## src/sv/mpfs_pkg.sv

```systemverilog
package mpfs_pkg;

  localparam int unsigned MAX_FRAME_BYTES = 2048;
  localparam int unsigned MIN_FRAME_BYTES = 12;
  localparam int unsigned HDR_BYTES       = 8;
  localparam int unsigned QUEUE_DEPTH     = 2;

  localparam int unsigned WORD_W = 32;
  localparam int unsigned PRIO_W = 11;
  localparam int unsigned SDT_W  = 8;
  localparam int unsigned LEN_W  = 12;
  localparam int unsigned STAT_W = 3;
  localparam int unsigned ADDR_W = 3;

  typedef enum logic [STAT_W-1:0] {
    ST_DATA      = 3'd0,
    ST_NOT_XL    = 3'd1,
    ST_UNPADDED  = 3'd2,
    ST_TOO_SHORT = 3'd3,
    ST_OVERRUN   = 3'd4
  } status_e;

  typedef enum logic [1:0] {
    PH_IDLE = 2'd0,
    PH_HDR0 = 2'd1,
    PH_HDR1 = 2'd2,
    PH_DATA = 2'd3
  } phase_e;

  typedef enum logic {
    REG_PRIO = 1'b0,
    REG_SDT  = 1'b1
  } reg_e;

  typedef struct packed {
    status_e            status;
    logic [SDT_W-1:0]   sdt;
    logic [LEN_W-1:0]   len;
    logic [WORD_W-1:0]  acceptance;
    logic [WORD_W-1:0]  word;
    logic               last;
  } res_t;

endpackage

```

## src/sv/mpfs_if.sv

```systemverilog
interface mpfs_in_if;
  logic                          valid;
  logic                          ready;
  logic [mpfs_pkg::WORD_W-1:0]   data_word;
  logic                          first_word;
  logic                          frame_xl;
  logic [mpfs_pkg::SDT_W-1:0]    frame_sdt;
  logic [mpfs_pkg::LEN_W-1:0]    frame_len;

  modport source (output valid, data_word, first_word, frame_xl, frame_sdt, frame_len,
                  input ready);
  modport sink (input valid, data_word, first_word, frame_xl, frame_sdt, frame_len,
                output ready);
endinterface

interface mpfs_out_if;
  logic                          valid;
  logic                          ready;
  logic [mpfs_pkg::STAT_W-1:0]   status;
  logic [mpfs_pkg::PRIO_W-1:0]   out_priority;
  logic [mpfs_pkg::SDT_W-1:0]    out_sdt;
  logic [mpfs_pkg::LEN_W-1:0]    out_len;
  logic [mpfs_pkg::WORD_W-1:0]   out_acceptance;
  logic [mpfs_pkg::WORD_W-1:0]   out_word;
  logic                          last_of_pdu;

  modport source (output valid, status, out_priority, out_sdt, out_len, out_acceptance,
                  out_word, last_of_pdu, input ready);
  modport sink (input valid, status, out_priority, out_sdt, out_len, out_acceptance,
                out_word, last_of_pdu, output ready);
endinterface

```

## src/sv/mpfs_front.sv

```systemverilog
module mpfs_front #(
  parameter int unsigned MaxFrameBytes = mpfs_pkg::MAX_FRAME_BYTES
) (
  input  logic                       clk_i,
  input  logic                       rst_ni,
  mpfs_in_if.sink                    in_i,
  input  logic [mpfs_pkg::SDT_W-1:0] cfg_sdt_i,
  input  logic                       q_full_i,
  output logic                       q_push_o,
  output mpfs_pkg::res_t             q_data_o
);

  localparam int unsigned BLW = $clog2(MaxFrameBytes + 1);
  localparam int unsigned WW  = BLW - 2;

  mpfs_pkg::phase_e phase_q, phase_d, cur_phase;
  logic [BLW-1:0]   bytes_q, bytes_d, cur_bytes, bytes_after;
  logic [WW-1:0]    words_q, words_d;
  logic [7:0]       type_q, type_d;
  logic [BLW-1:0]   len_q, len_d;
  logic [31:0]      id_q, id_d;

  logic             fire;
  logic             sdt_ok, pad_err, short_err, first_ok;
  logic [15:0]      plen;
  logic [17:0]      pad, need;
  logic             overrun, hdr_stop;

  assign in_i.ready = !q_full_i;
  assign fire       = in_i.valid && in_i.ready;

  assign sdt_ok    = in_i.frame_sdt == cfg_sdt_i;
  assign pad_err   = (in_i.frame_len[1:0] != 2'b00)
                  || (in_i.frame_len > mpfs_pkg::LEN_W'(MaxFrameBytes));
  assign short_err = in_i.frame_len < mpfs_pkg::LEN_W'(mpfs_pkg::MIN_FRAME_BYTES);
  assign first_ok  = in_i.first_word && in_i.frame_xl && sdt_ok && !pad_err && !short_err;

  assign cur_phase = in_i.first_word ? (first_ok ? mpfs_pkg::PH_HDR0 : mpfs_pkg::PH_IDLE)
                                     : phase_q;
  assign cur_bytes = first_ok ? BLW'(in_i.frame_len) : bytes_q;
  assign bytes_after = (cur_bytes >= BLW'(4)) ? cur_bytes - BLW'(4) : '0;

  assign plen     = in_i.data_word[15:0];
  assign pad      = ({2'b00, plen} + 18'd3) & ~18'd3;
  assign need     = pad + 18'(mpfs_pkg::HDR_BYTES);
  assign overrun  = need > 18'(cur_bytes);
  assign hdr_stop = (cur_bytes < BLW'(mpfs_pkg::MIN_FRAME_BYTES)) || (plen == 16'd0);

  // next state
  always_comb begin
    phase_d = phase_q;
    if (fire) begin
      case (cur_phase)
        mpfs_pkg::PH_HDR0: begin
          phase_d = (hdr_stop || overrun) ? mpfs_pkg::PH_IDLE : mpfs_pkg::PH_HDR1;
        end
        mpfs_pkg::PH_HDR1: begin
          phase_d = (words_q != '0) ? mpfs_pkg::PH_DATA : mpfs_pkg::PH_HDR0;
        end
        mpfs_pkg::PH_DATA: begin
          phase_d = (words_q <= WW'(1)) ? mpfs_pkg::PH_HDR0 : mpfs_pkg::PH_DATA;
        end
        default: phase_d = mpfs_pkg::PH_IDLE;
      endcase
    end
  end

  // outputs and datapath
  always_comb begin
    q_push_o = 1'b0;
    q_data_o = '0;
    bytes_d  = bytes_q;
    words_d  = words_q;
    type_d   = type_q;
    len_d    = len_q;
    id_d     = id_q;
    if (fire) begin
      if (in_i.first_word && !first_ok) begin
        if (!in_i.frame_xl) begin
          q_push_o        = 1'b1;
          q_data_o.status = mpfs_pkg::ST_NOT_XL;
        end else if (sdt_ok) begin
          q_push_o        = 1'b1;
          q_data_o.status = pad_err ? mpfs_pkg::ST_UNPADDED : mpfs_pkg::ST_TOO_SHORT;
        end
      end else begin
        case (cur_phase)
          mpfs_pkg::PH_HDR0: begin
            if (!hdr_stop) begin
              if (overrun) begin
                q_push_o        = 1'b1;
                q_data_o.status = mpfs_pkg::ST_OVERRUN;
              end else begin
                type_d  = in_i.data_word[31:24];
                len_d   = plen[BLW-1:0];
                words_d = pad[WW+1:2];
                bytes_d = bytes_after;
              end
            end
          end
          mpfs_pkg::PH_HDR1: begin
            id_d    = in_i.data_word;
            bytes_d = bytes_after;
          end
          mpfs_pkg::PH_DATA: begin
            q_push_o            = 1'b1;
            q_data_o.status     = mpfs_pkg::ST_DATA;
            q_data_o.sdt        = type_q;
            q_data_o.len        = mpfs_pkg::LEN_W'(len_q);
            q_data_o.acceptance = id_q;
            q_data_o.word       = in_i.data_word;
            q_data_o.last       = words_q == WW'(1);
            words_d             = (words_q != '0) ? words_q - WW'(1) : '0;
            bytes_d             = bytes_after;
          end
          default: ;
        endcase
      end
    end
  end

  always_ff @(posedge clk_i or negedge rst_ni) begin
    if (!rst_ni) begin
      phase_q <= mpfs_pkg::PH_IDLE;
      bytes_q <= '0;
      words_q <= '0;
    end else begin
      phase_q <= phase_d;
      bytes_q <= bytes_d;
      words_q <= words_d;
    end
  end

  always_ff @(posedge clk_i) begin
    type_q <= type_d;
    len_q  <= len_d;
    id_q   <= id_d;
  end

  a_push_needs_fire: assert property (@(posedge clk_i) disable iff (!rst_ni)
    q_push_o |-> fire) else $error("push without accepted transaction");

  a_error_ends_frame: assert property (@(posedge clk_i) disable iff (!rst_ni)
    (q_push_o && q_data_o.status != mpfs_pkg::ST_DATA) |=> phase_q == mpfs_pkg::PH_IDLE)
    else $error("error result did not end the frame");

  a_data_has_words: assert property (@(posedge clk_i) disable iff (!rst_ni)
    phase_q == mpfs_pkg::PH_DATA |-> words_q != '0)
    else $error("data phase with no words left");

endmodule

```

## src/sv/mpfs_queue.sv

```systemverilog
module mpfs_queue (
  input  logic           clk_i,
  input  logic           rst_ni,
  input  logic           push_i,
  input  mpfs_pkg::res_t data_i,
  output logic           full_o,
  input  logic           pop_i,
  output logic           valid_o,
  output mpfs_pkg::res_t data_o
);

  localparam int unsigned DEPTH = mpfs_pkg::QUEUE_DEPTH;
  localparam int unsigned PW    = $clog2(DEPTH);
  localparam int unsigned CW    = $clog2(DEPTH + 1);

  mpfs_pkg::res_t mem_q [DEPTH];
  logic [PW-1:0]  wr_q, wr_d, rd_q, rd_d;
  logic [CW-1:0]  cnt_q, cnt_d;
  logic           do_push, do_pop;

  assign full_o  = cnt_q == CW'(DEPTH);
  assign valid_o = cnt_q != '0;
  assign data_o  = mem_q[rd_q];
  assign do_push = push_i && !full_o;
  assign do_pop  = pop_i && valid_o;

  always_comb begin
    wr_d  = wr_q;
    rd_d  = rd_q;
    cnt_d = cnt_q;
    if (do_push) begin
      wr_d = (wr_q == PW'(DEPTH - 1)) ? '0 : wr_q + PW'(1);
    end
    if (do_pop) begin
      rd_d = (rd_q == PW'(DEPTH - 1)) ? '0 : rd_q + PW'(1);
    end
    case ({do_push, do_pop})
      2'b10:   cnt_d = cnt_q + CW'(1);
      2'b01:   cnt_d = cnt_q - CW'(1);
      default: cnt_d = cnt_q;
    endcase
  end

  always_ff @(posedge clk_i or negedge rst_ni) begin
    if (!rst_ni) begin
      wr_q  <= '0;
      rd_q  <= '0;
      cnt_q <= '0;
    end else begin
      wr_q  <= wr_d;
      rd_q  <= rd_d;
      cnt_q <= cnt_d;
    end
  end

  always_ff @(posedge clk_i) begin
    if (do_push) begin
      mem_q[wr_q] <= data_i;
    end
  end

  a_no_overflow: assert property (@(posedge clk_i) disable iff (!rst_ni)
    !(push_i && full_o)) else $error("queue overflow");

  a_count_moves: assert property (@(posedge clk_i) disable iff (!rst_ni)
    (do_push && !do_pop) |=> cnt_q == $past(cnt_q) + CW'(1))
    else $error("queue count did not advance");

  a_no_underflow: assert property (@(posedge clk_i) disable iff (!rst_ni)
    cnt_q <= CW'(DEPTH)) else $error("queue count out of range");

endmodule

```

## src/sv/mpfs_back.sv

```systemverilog
module mpfs_back (
  input  logic                        clk_i,
  input  logic                        rst_ni,
  input  logic                        q_valid_i,
  input  mpfs_pkg::res_t              q_data_i,
  output logic                        q_pop_o,
  input  logic [mpfs_pkg::PRIO_W-1:0] prio_i,
  mpfs_out_if.source                  out_o
);

  logic                        valid_q, valid_d;
  mpfs_pkg::res_t              res_q;
  logic [mpfs_pkg::PRIO_W-1:0] prio_q;
  logic                        load;

  assign load    = q_valid_i && (!valid_q || out_o.ready);
  assign q_pop_o = load;

  always_comb begin
    valid_d = valid_q;
    if (load) begin
      valid_d = 1'b1;
    end else if (out_o.ready) begin
      valid_d = 1'b0;
    end
  end

  always_ff @(posedge clk_i or negedge rst_ni) begin
    if (!rst_ni) begin
      valid_q <= 1'b0;
    end else begin
      valid_q <= valid_d;
    end
  end

  always_ff @(posedge clk_i) begin
    if (load) begin
      res_q  <= q_data_i;
      prio_q <= prio_i;
    end
  end

  assign out_o.valid          = valid_q;
  assign out_o.status         = res_q.status;
  assign out_o.out_priority   = prio_q;
  assign out_o.out_sdt        = res_q.sdt;
  assign out_o.out_len        = res_q.len;
  assign out_o.out_acceptance = res_q.acceptance;
  assign out_o.out_word       = res_q.word;
  assign out_o.last_of_pdu    = res_q.last;

  a_pop_fills: assert property (@(posedge clk_i) disable iff (!rst_ni)
    q_pop_o |=> valid_q) else $error("popped transaction not shown");

  a_error_blank: assert property (@(posedge clk_i) disable iff (!rst_ni)
    (valid_q && res_q.status != mpfs_pkg::ST_DATA) |-> (res_q.word == '0 && !res_q.last))
    else $error("error result carries data");

  a_no_pop_empty: assert property (@(posedge clk_i) disable iff (!rst_ni)
    q_pop_o |-> q_valid_i) else $error("pop from empty queue");

endmodule

```

## src/sv/multi_pdu_frame_splitter_unit.sv

```systemverilog
// Splits CAN XL multi-PDU frames, given as 32-bit payload words, into the data words of the
// contained PDUs. One input word is accepted every clock cycle as long as the two-entry result
// queue has room; a result is registered in the result queue and then in the output register;
// the output keeps up one result per cycle while the sink takes them. Header words and dropped
// words give no result. Error results carry only status and priority.
// Registers: 0x0 transfer priority (11 bits), 0x4 multi-PDU SDT (8 bits); write them only
// while no frame is in flight.
module multi_pdu_frame_splitter_unit #(
  parameter int unsigned MaxFrameBytes = mpfs_pkg::MAX_FRAME_BYTES
) (
  input  logic                        clk_i,
  input  logic                        rst_ni,
  mpfs_in_if.sink                     in_i,
  mpfs_out_if.source                  out_o,
  input  logic                        psel,
  input  logic                        penable,
  input  logic                        pwrite,
  input  logic [mpfs_pkg::ADDR_W-1:0] paddr,
  input  logic [31:0]                 pwdata,
  output logic [31:0]                 prdata,
  output logic                        pready
);

  logic [mpfs_pkg::PRIO_W-1:0] prio_q, prio_d;
  logic [mpfs_pkg::SDT_W-1:0]  sdt_q, sdt_d;
  logic                        wr_en;
  mpfs_pkg::reg_e              reg_sel;

  logic                        q_push, q_full, q_valid, q_pop;
  mpfs_pkg::res_t              q_wdata, q_rdata;

  assign pready  = 1'b1;
  assign wr_en   = psel && penable && pwrite && pready;
  assign reg_sel = mpfs_pkg::reg_e'(paddr[2]);

  always_comb begin
    prio_d = prio_q;
    sdt_d  = sdt_q;
    if (wr_en) begin
      case (reg_sel)
        mpfs_pkg::REG_PRIO: prio_d = pwdata[mpfs_pkg::PRIO_W-1:0];
        mpfs_pkg::REG_SDT:  sdt_d  = pwdata[mpfs_pkg::SDT_W-1:0];
        default: ;
      endcase
    end
  end

  always_comb begin
    case (reg_sel)
      mpfs_pkg::REG_PRIO: prdata = 32'(prio_q);
      mpfs_pkg::REG_SDT:  prdata = 32'(sdt_q);
      default:            prdata = '0;
    endcase
  end

  always_ff @(posedge clk_i or negedge rst_ni) begin
    if (!rst_ni) begin
      prio_q <= '0;
      sdt_q  <= '0;
    end else begin
      prio_q <= prio_d;
      sdt_q  <= sdt_d;
    end
  end

  mpfs_front #(
    .MaxFrameBytes(MaxFrameBytes)
  ) u_front (
    .clk_i    (clk_i),
    .rst_ni   (rst_ni),
    .in_i     (in_i),
    .cfg_sdt_i(sdt_q),
    .q_full_i (q_full),
    .q_push_o (q_push),
    .q_data_o (q_wdata)
  );

  mpfs_queue u_queue (
    .clk_i  (clk_i),
    .rst_ni (rst_ni),
    .push_i (q_push),
    .data_i (q_wdata),
    .full_o (q_full),
    .pop_i  (q_pop),
    .valid_o(q_valid),
    .data_o (q_rdata)
  );

  mpfs_back u_back (
    .clk_i    (clk_i),
    .rst_ni   (rst_ni),
    .q_valid_i(q_valid),
    .q_data_i (q_rdata),
    .q_pop_o  (q_pop),
    .prio_i   (prio_q),
    .out_o    (out_o)
  );

endmodule

```

## src/flat_wrapper.sv

```systemverilog
// flat-port wrapper written by rule: the top's interface ports become plain ports
module multi_pdu_frame_splitter_unit_flat 
#(
  parameter int unsigned MaxFrameBytes = mpfs_pkg::MAX_FRAME_BYTES
)
  (clk_i, rst_ni, psel, penable, pwrite, paddr, pwdata, prdata, pready, in_i_valid, in_i_data_word, in_i_first_word, in_i_frame_xl, in_i_frame_sdt, in_i_frame_len, in_i_ready, out_o_valid, out_o_status, out_o_out_priority, out_o_out_sdt, out_o_out_len, out_o_out_acceptance, out_o_out_word, out_o_last_of_pdu, out_o_ready);
  mpfs_in_if in_i_i ();
  mpfs_out_if out_o_i ();
  input  logic clk_i;
  input  logic rst_ni;
  input  logic psel;
  input  logic penable;
  input  logic pwrite;
  input  logic [mpfs_pkg::ADDR_W-1:0] paddr;
  input  logic [31:0] pwdata;
  output logic [31:0] prdata;
  output logic pready;
  input wire logic [$bits(in_i_i.valid)-1:0] in_i_valid;
  input wire logic [$bits(in_i_i.data_word)-1:0] in_i_data_word;
  input wire logic [$bits(in_i_i.first_word)-1:0] in_i_first_word;
  input wire logic [$bits(in_i_i.frame_xl)-1:0] in_i_frame_xl;
  input wire logic [$bits(in_i_i.frame_sdt)-1:0] in_i_frame_sdt;
  input wire logic [$bits(in_i_i.frame_len)-1:0] in_i_frame_len;
  output wire logic [$bits(in_i_i.ready)-1:0] in_i_ready;
  output wire logic [$bits(out_o_i.valid)-1:0] out_o_valid;
  output wire logic [$bits(out_o_i.status)-1:0] out_o_status;
  output wire logic [$bits(out_o_i.out_priority)-1:0] out_o_out_priority;
  output wire logic [$bits(out_o_i.out_sdt)-1:0] out_o_out_sdt;
  output wire logic [$bits(out_o_i.out_len)-1:0] out_o_out_len;
  output wire logic [$bits(out_o_i.out_acceptance)-1:0] out_o_out_acceptance;
  output wire logic [$bits(out_o_i.out_word)-1:0] out_o_out_word;
  output wire logic [$bits(out_o_i.last_of_pdu)-1:0] out_o_last_of_pdu;
  input wire logic [$bits(out_o_i.ready)-1:0] out_o_ready;
  assign in_i_i.valid = in_i_valid;
  assign in_i_i.data_word = in_i_data_word;
  assign in_i_i.first_word = in_i_first_word;
  assign in_i_i.frame_xl = in_i_frame_xl;
  assign in_i_i.frame_sdt = in_i_frame_sdt;
  assign in_i_i.frame_len = in_i_frame_len;
  assign in_i_ready = in_i_i.ready;
  assign out_o_valid = out_o_i.valid;
  assign out_o_status = out_o_i.status;
  assign out_o_out_priority = out_o_i.out_priority;
  assign out_o_out_sdt = out_o_i.out_sdt;
  assign out_o_out_len = out_o_i.out_len;
  assign out_o_out_acceptance = out_o_i.out_acceptance;
  assign out_o_out_word = out_o_i.out_word;
  assign out_o_last_of_pdu = out_o_i.last_of_pdu;
  assign out_o_i.ready = out_o_ready;
  multi_pdu_frame_splitter_unit #(.MaxFrameBytes(MaxFrameBytes)) u_core (.clk_i(clk_i), .rst_ni(rst_ni), .in_i(in_i_i), .out_o(out_o_i), .psel(psel), .penable(penable), .pwrite(pwrite), .paddr(paddr), .pwdata(pwdata), .prdata(prdata), .pready(pready));
endmodule
```

## config.mk

```make
export PLATFORM = sky130hd
export DESIGN_NAME = multi_pdu_frame_splitter_unit_flat
export DESIGN_NICKNAME = d
export VERILOG_FILES = /design/src/sv/mpfs_pkg.sv /design/src/sv/mpfs_if.sv /design/src/sv/mpfs_front.sv /design/src/sv/mpfs_queue.sv /design/src/sv/mpfs_back.sv /design/src/sv/multi_pdu_frame_splitter_unit.sv /design/src/flat_wrapper.sv
export SDC_FILE = /design/constraint.sdc
export NUM_CORES = 1
export LEC_CHECK = 0
export BUFFER_PORTS_ARGS = -buffer_cell sky130_fd_sc_hd__buf_2
export CORE_MARGIN = 3
export CORE_UTILIZATION = 61
export CTS_CLUSTER_DIAMETER = 120
export DETAILED_ROUTE_END_ITERATION = 7
export GPL_TIMING_DRIVEN = 0
export PLACE_DENSITY = 0.95
export SLEW_MARGIN = 40
export SYNTH_ARGS = -nofsm -noshare
export SYNTH_HDL_FRONTEND = slang
export SYNTH_SLANG_ARGS = --single-unit
export TNS_END_PERCENT = 100
```

## constraint.sdc

```tcl
create_clock -name clk_i -period 13.6 [get_ports clk_i]
set_input_delay 2.72 -clock clk_i [delete_from_list [all_inputs] [get_ports clk_i]]
set_output_delay 2.72 -clock clk_i [all_outputs]
set_load 0.02 [all_outputs]
```

==> flow_metrics.tcl <==
set metrics [dict create \
    status "finished clean" \
    gp_congestion 0.890 \
    pwr-share-clk_pct 31.4 \
    switching_share_pct 29.5 \
    synth_area_leaders "edfxtp_1 64%, mux2_2 8.4%, dfrtp_1 7.8%" \
    grt_usage_pct 27.5 \
    syn_area_per_cell_sq_um 15.9 \
    p_per_area_nw_per_um2 189 \
    worst_path_most_repeated_cell "a21o_1" \
    max_stage_delay_ns 0.58 \
    required_ns 13.82 \
    synthFlopType "edfxtp_1" \
    power_frac_comb_pct 23.5 \
    die_h_microns 165 \
    die_area_sq_um 27300 \
    ctsHoldBuffers 0 \
    leakagePower_nw 7.29 \
    path_clk_slew_ns 0.06 \
    num-fill-cells 1360 \
    fin_skew_ns 0.0342 \
    drv_cap 0 \
    cts.sinks 375 \
    fmax_ghz 0.133 \
    synth-seq-cells 375 \
    syn_to_final_growth_pct 19.4 \
    setup-tns-final_ns 0 \
    synth_commonest_cells "327 x edfxtp_1, 116 x mux2_2, 88 x and3_1, 48 x dfrtp_1, 37 x nand2_1" \
    synth_most_common_cell "edfxtp_1" \
    drt-pass1-iter-count 6 \
    drc 0 \
    final_max_slew_viol_count 0 \
    drt-total-wl_microns 37400 \
    core-area_sq_um 24600 \
    regToRegStartpoint "u_core.sdt_q[1]" \
    critPathSlowestCell "nor3_2" \
    hold_class "flop to flop" \
    yosysTopAreaCellShare_pct 63.5 \
    crit_path_start "in_i_frame_len[9]" \
    clockRootBuffer "clkbuf_16" \
    synth_cell_types 70 \
    initial_core_util_pct 62.8 \
    drive_gt1_share_pct 34.5 \
    hp-start "u_core.prio_q[10]" \
    cts_setup_buffers 0 \
    hold_viol 0 \
    synth_area_sq_um 15500 \
    seqPwrFrac_pct 45.2 \
    critical_path_class "input pin to flop" \
    boundaryPins 230 \
    antenna_found_initial 4 \
    ys_seq_area_share_pct 71.3 \
    timing.final.crit_share_pct 55.2 \
    finish.utilization_pct 75.1 \
    crit_chain "buf_2 -> nor4_4 -> a31oi_1 -> o21a_1 -> nand2_2 -> buf_1 -> mux2i_1 -> ha_1 -> a21o_1 -> a21o_1 -> a21o_1 -> a21o_1 -> a21oi_1 -> o311ai_2 -> o211a_1 -> nor3_2 -> buf_2 -> buf_4" \
    grt_overflow 0 \
    portBuffers 184 \
    fp-row-count 57 \
    viasPerCell 6.16 \
    slew-limit-headroom_pct 44.4 \
    yosys_warnings 0 \
    p_total_w 0.00348 \
    die_w_microns 165 \
    cts_max_path_buffers 3 \
    grt_pass1_wl_microns 56300 \
    syn_inst 970 \
    fin_nets 1339 \
    vias 9747 \
    netSwitchingPower_w 0.00103 \
    dp_hpwl_microns 24300 \
    drtAntennaViolNets 0 \
    ctsResizeCount 0 \
    arrival_ns 7.73 \
    first_global_vias 9732 \
    peakVddDrop_mv 0.190 \
    rsz0062_at_grt "no" \
    cts_buffers 37 \
    tritoncts "done" \
    synth_area_leader_cell "edfxtp_1" \
    finalCriticalPeriod_ns 7.51 \
    critPathBufInv 4 \
    internal_power_w 0.00245 \
    critical-path-top-delay-family "compound AO/OA/AOI/OAI gates" \
    setup_violations 0 \
    clk_latency_ns 0.54 \
    drt-initial-drc-count 1083 \
    grt_max_degree 49 \
    async_flop_share_pct 12.8 \
    worstMarginPinSlew_ns 0.834 \
    synth_edf_count 327 \
    critical_path.max_fanout 10 \
    cts.htree.levels 2 \
    startpoint_type "input pin" \
    wl_per_cell_microns 23.6 \
    crit_path_end_kind "flop" \
]
-- state kept, by name (all words and copies together), names as in the netlist --
signal / cells
u_core.u_back.out_o.out_sdt: 8
u_core.u_front.bytes_q: 12
u_core.u_back.out_o.last_of_pdu: 1
u_core.u_back.out_o.out_acceptance: 32
u_core.u_queue.wr_q: 1
u_core.u_back.out_o.valid: 1
u_core.u_back.out_o.status: 3
u_core.u_front.phase_q: 2
u_core.u_queue.cnt_q: 2
u_core.u_queue.rd_q: 1
u_core.u_back.out_o.out_priority: 11
u_core.u_front.words_q: 10
u_core.u_front.type_q: 8
u_core.u_back.out_o.out_len: 12
u_core.u_back.out_o.out_word: 32
u_core.prio_q: 11
u_core.sdt_q: 8
u_core.u_front.len_q: 12
u_core.u_front.id_q: 32
u_core.u_queue.mem_q: 176
-- placed cells by master (no fill, tap or decap), types with 7 or more instances in the layout --
cell type    n
buf_8       10
nor3_1      16
edfxtp_1   327
bufinv_16    7
mux2_4       8
xnor2_1     24
ha_1        14
xor2_1      10
nor2_1      35
nand2_1     37
conb_1      22
dfrtp_1     48
nor4_1       8
and3_1      88
inv_1       15
clkbuf_16   38
clkbuf_1    41
buf_2      186
buf_4       24
clkinv_2     7
mux2i_1     12
o21ai_0     18
nand3_1     11
mux2_2     116
o221ai_1     7
a21oi_1     16
-- power by group through the flow --
stage	clock network, W	logic, W	registers [W]
floorplan	0	0.000350	0.00175
global placement	0	0.000734	0.00162
detailed placement	0	0.000803	0.00159
CTS	0.00110	0.000821	0.00157
global route	0.00114	0.000871	0.00159
finish	0.00109	0.000817	0.00157
-- logic make-up after synthesis --
kind of cell,synth area share (%)
compound gates,4.25
xor+xnor,2.10
fa+ha+maj,1.13
buf+inv,2.52
flops,71.3
mux,10.0
other cells,0.0486
simple gates,8.66
-- layer usage --
layer	share of wire (%)	vias up	track usage, %
li1	-	4196	-
met1	37	4729	35.4
met2	50	678	46.8
met3	9.4	140	4.84
met4	4.2	4	11.1
met5	0.054	-	0
-- final timing paths --
check / end / slack (ns) / depth (start not counted)
setup / recovery: u_core.u_front.len_q[6] / 6.09 / 18
hold / removal: u_core.u_back.out_o.out_priority[10] / 0.47 / 0
setup reg to reg: u_core.u_front.len_q[6] / 8.04 / 17
hold reg to reg: u_core.u_back.out_o.out_priority[10] / 0.47 / 0
max in group asynchronous: u_core.u_front.words_q[9] / 10.91 / 1
min in group asynchronous: u_core.u_front.bytes_q[5] / 2.23 / 1
-- through the flow --
stage / hold WS, ns / cells / area, sq um / worst slack [ns]
4_1_cts: 0.474 / 1581 / 18500 / 6.17
5_1_grt: 0.480 / 1582 / 18500 / 5.86
3_5_place_dp: 0.461 / 1514 / 17200 / 5.66
6_report: 0.473 / 1582 / 18500 / 6.09
3_3_place_gp: 0.447 / 1498 / 16900 / 0.859
2_1_floorplan: 0.433 / 990 / 15500 / 3.70
-- worst register-to-register path, delay by kind of cell, from the launching register on --
kind                       cells  cell delay (ns)
xor gates and xnor gates       1             0.17
muxes                          1             0.40
adders and majority gates      1             0.31
AOI/OAI and AO/OA              7             1.44
buffers and inverters          3             0.92
and+or+nand+nor                4             1.61
DFF                            1             0.40
-- area by class of cell --
cell class | count | area (sq um) | share of cell area, %
plain buffers | 63 | 333 | 1.80
diodes | 1 | 2.50 | 0.0136
repair buffers | 200 | 1190 | 6.46
inverters | 15 | 56.3 | 0.305
multi-input cells | 537 | 4160 | 22.5
flip-flops and latches | 375 | 11000 | 59.7
well taps | 324 | 405 | 2.20
clock buffers | 46 | 991 | 5.37
clock inverters | 21 | 305 | 1.65
Note: power is estimated with default switching activity, not from simulation.
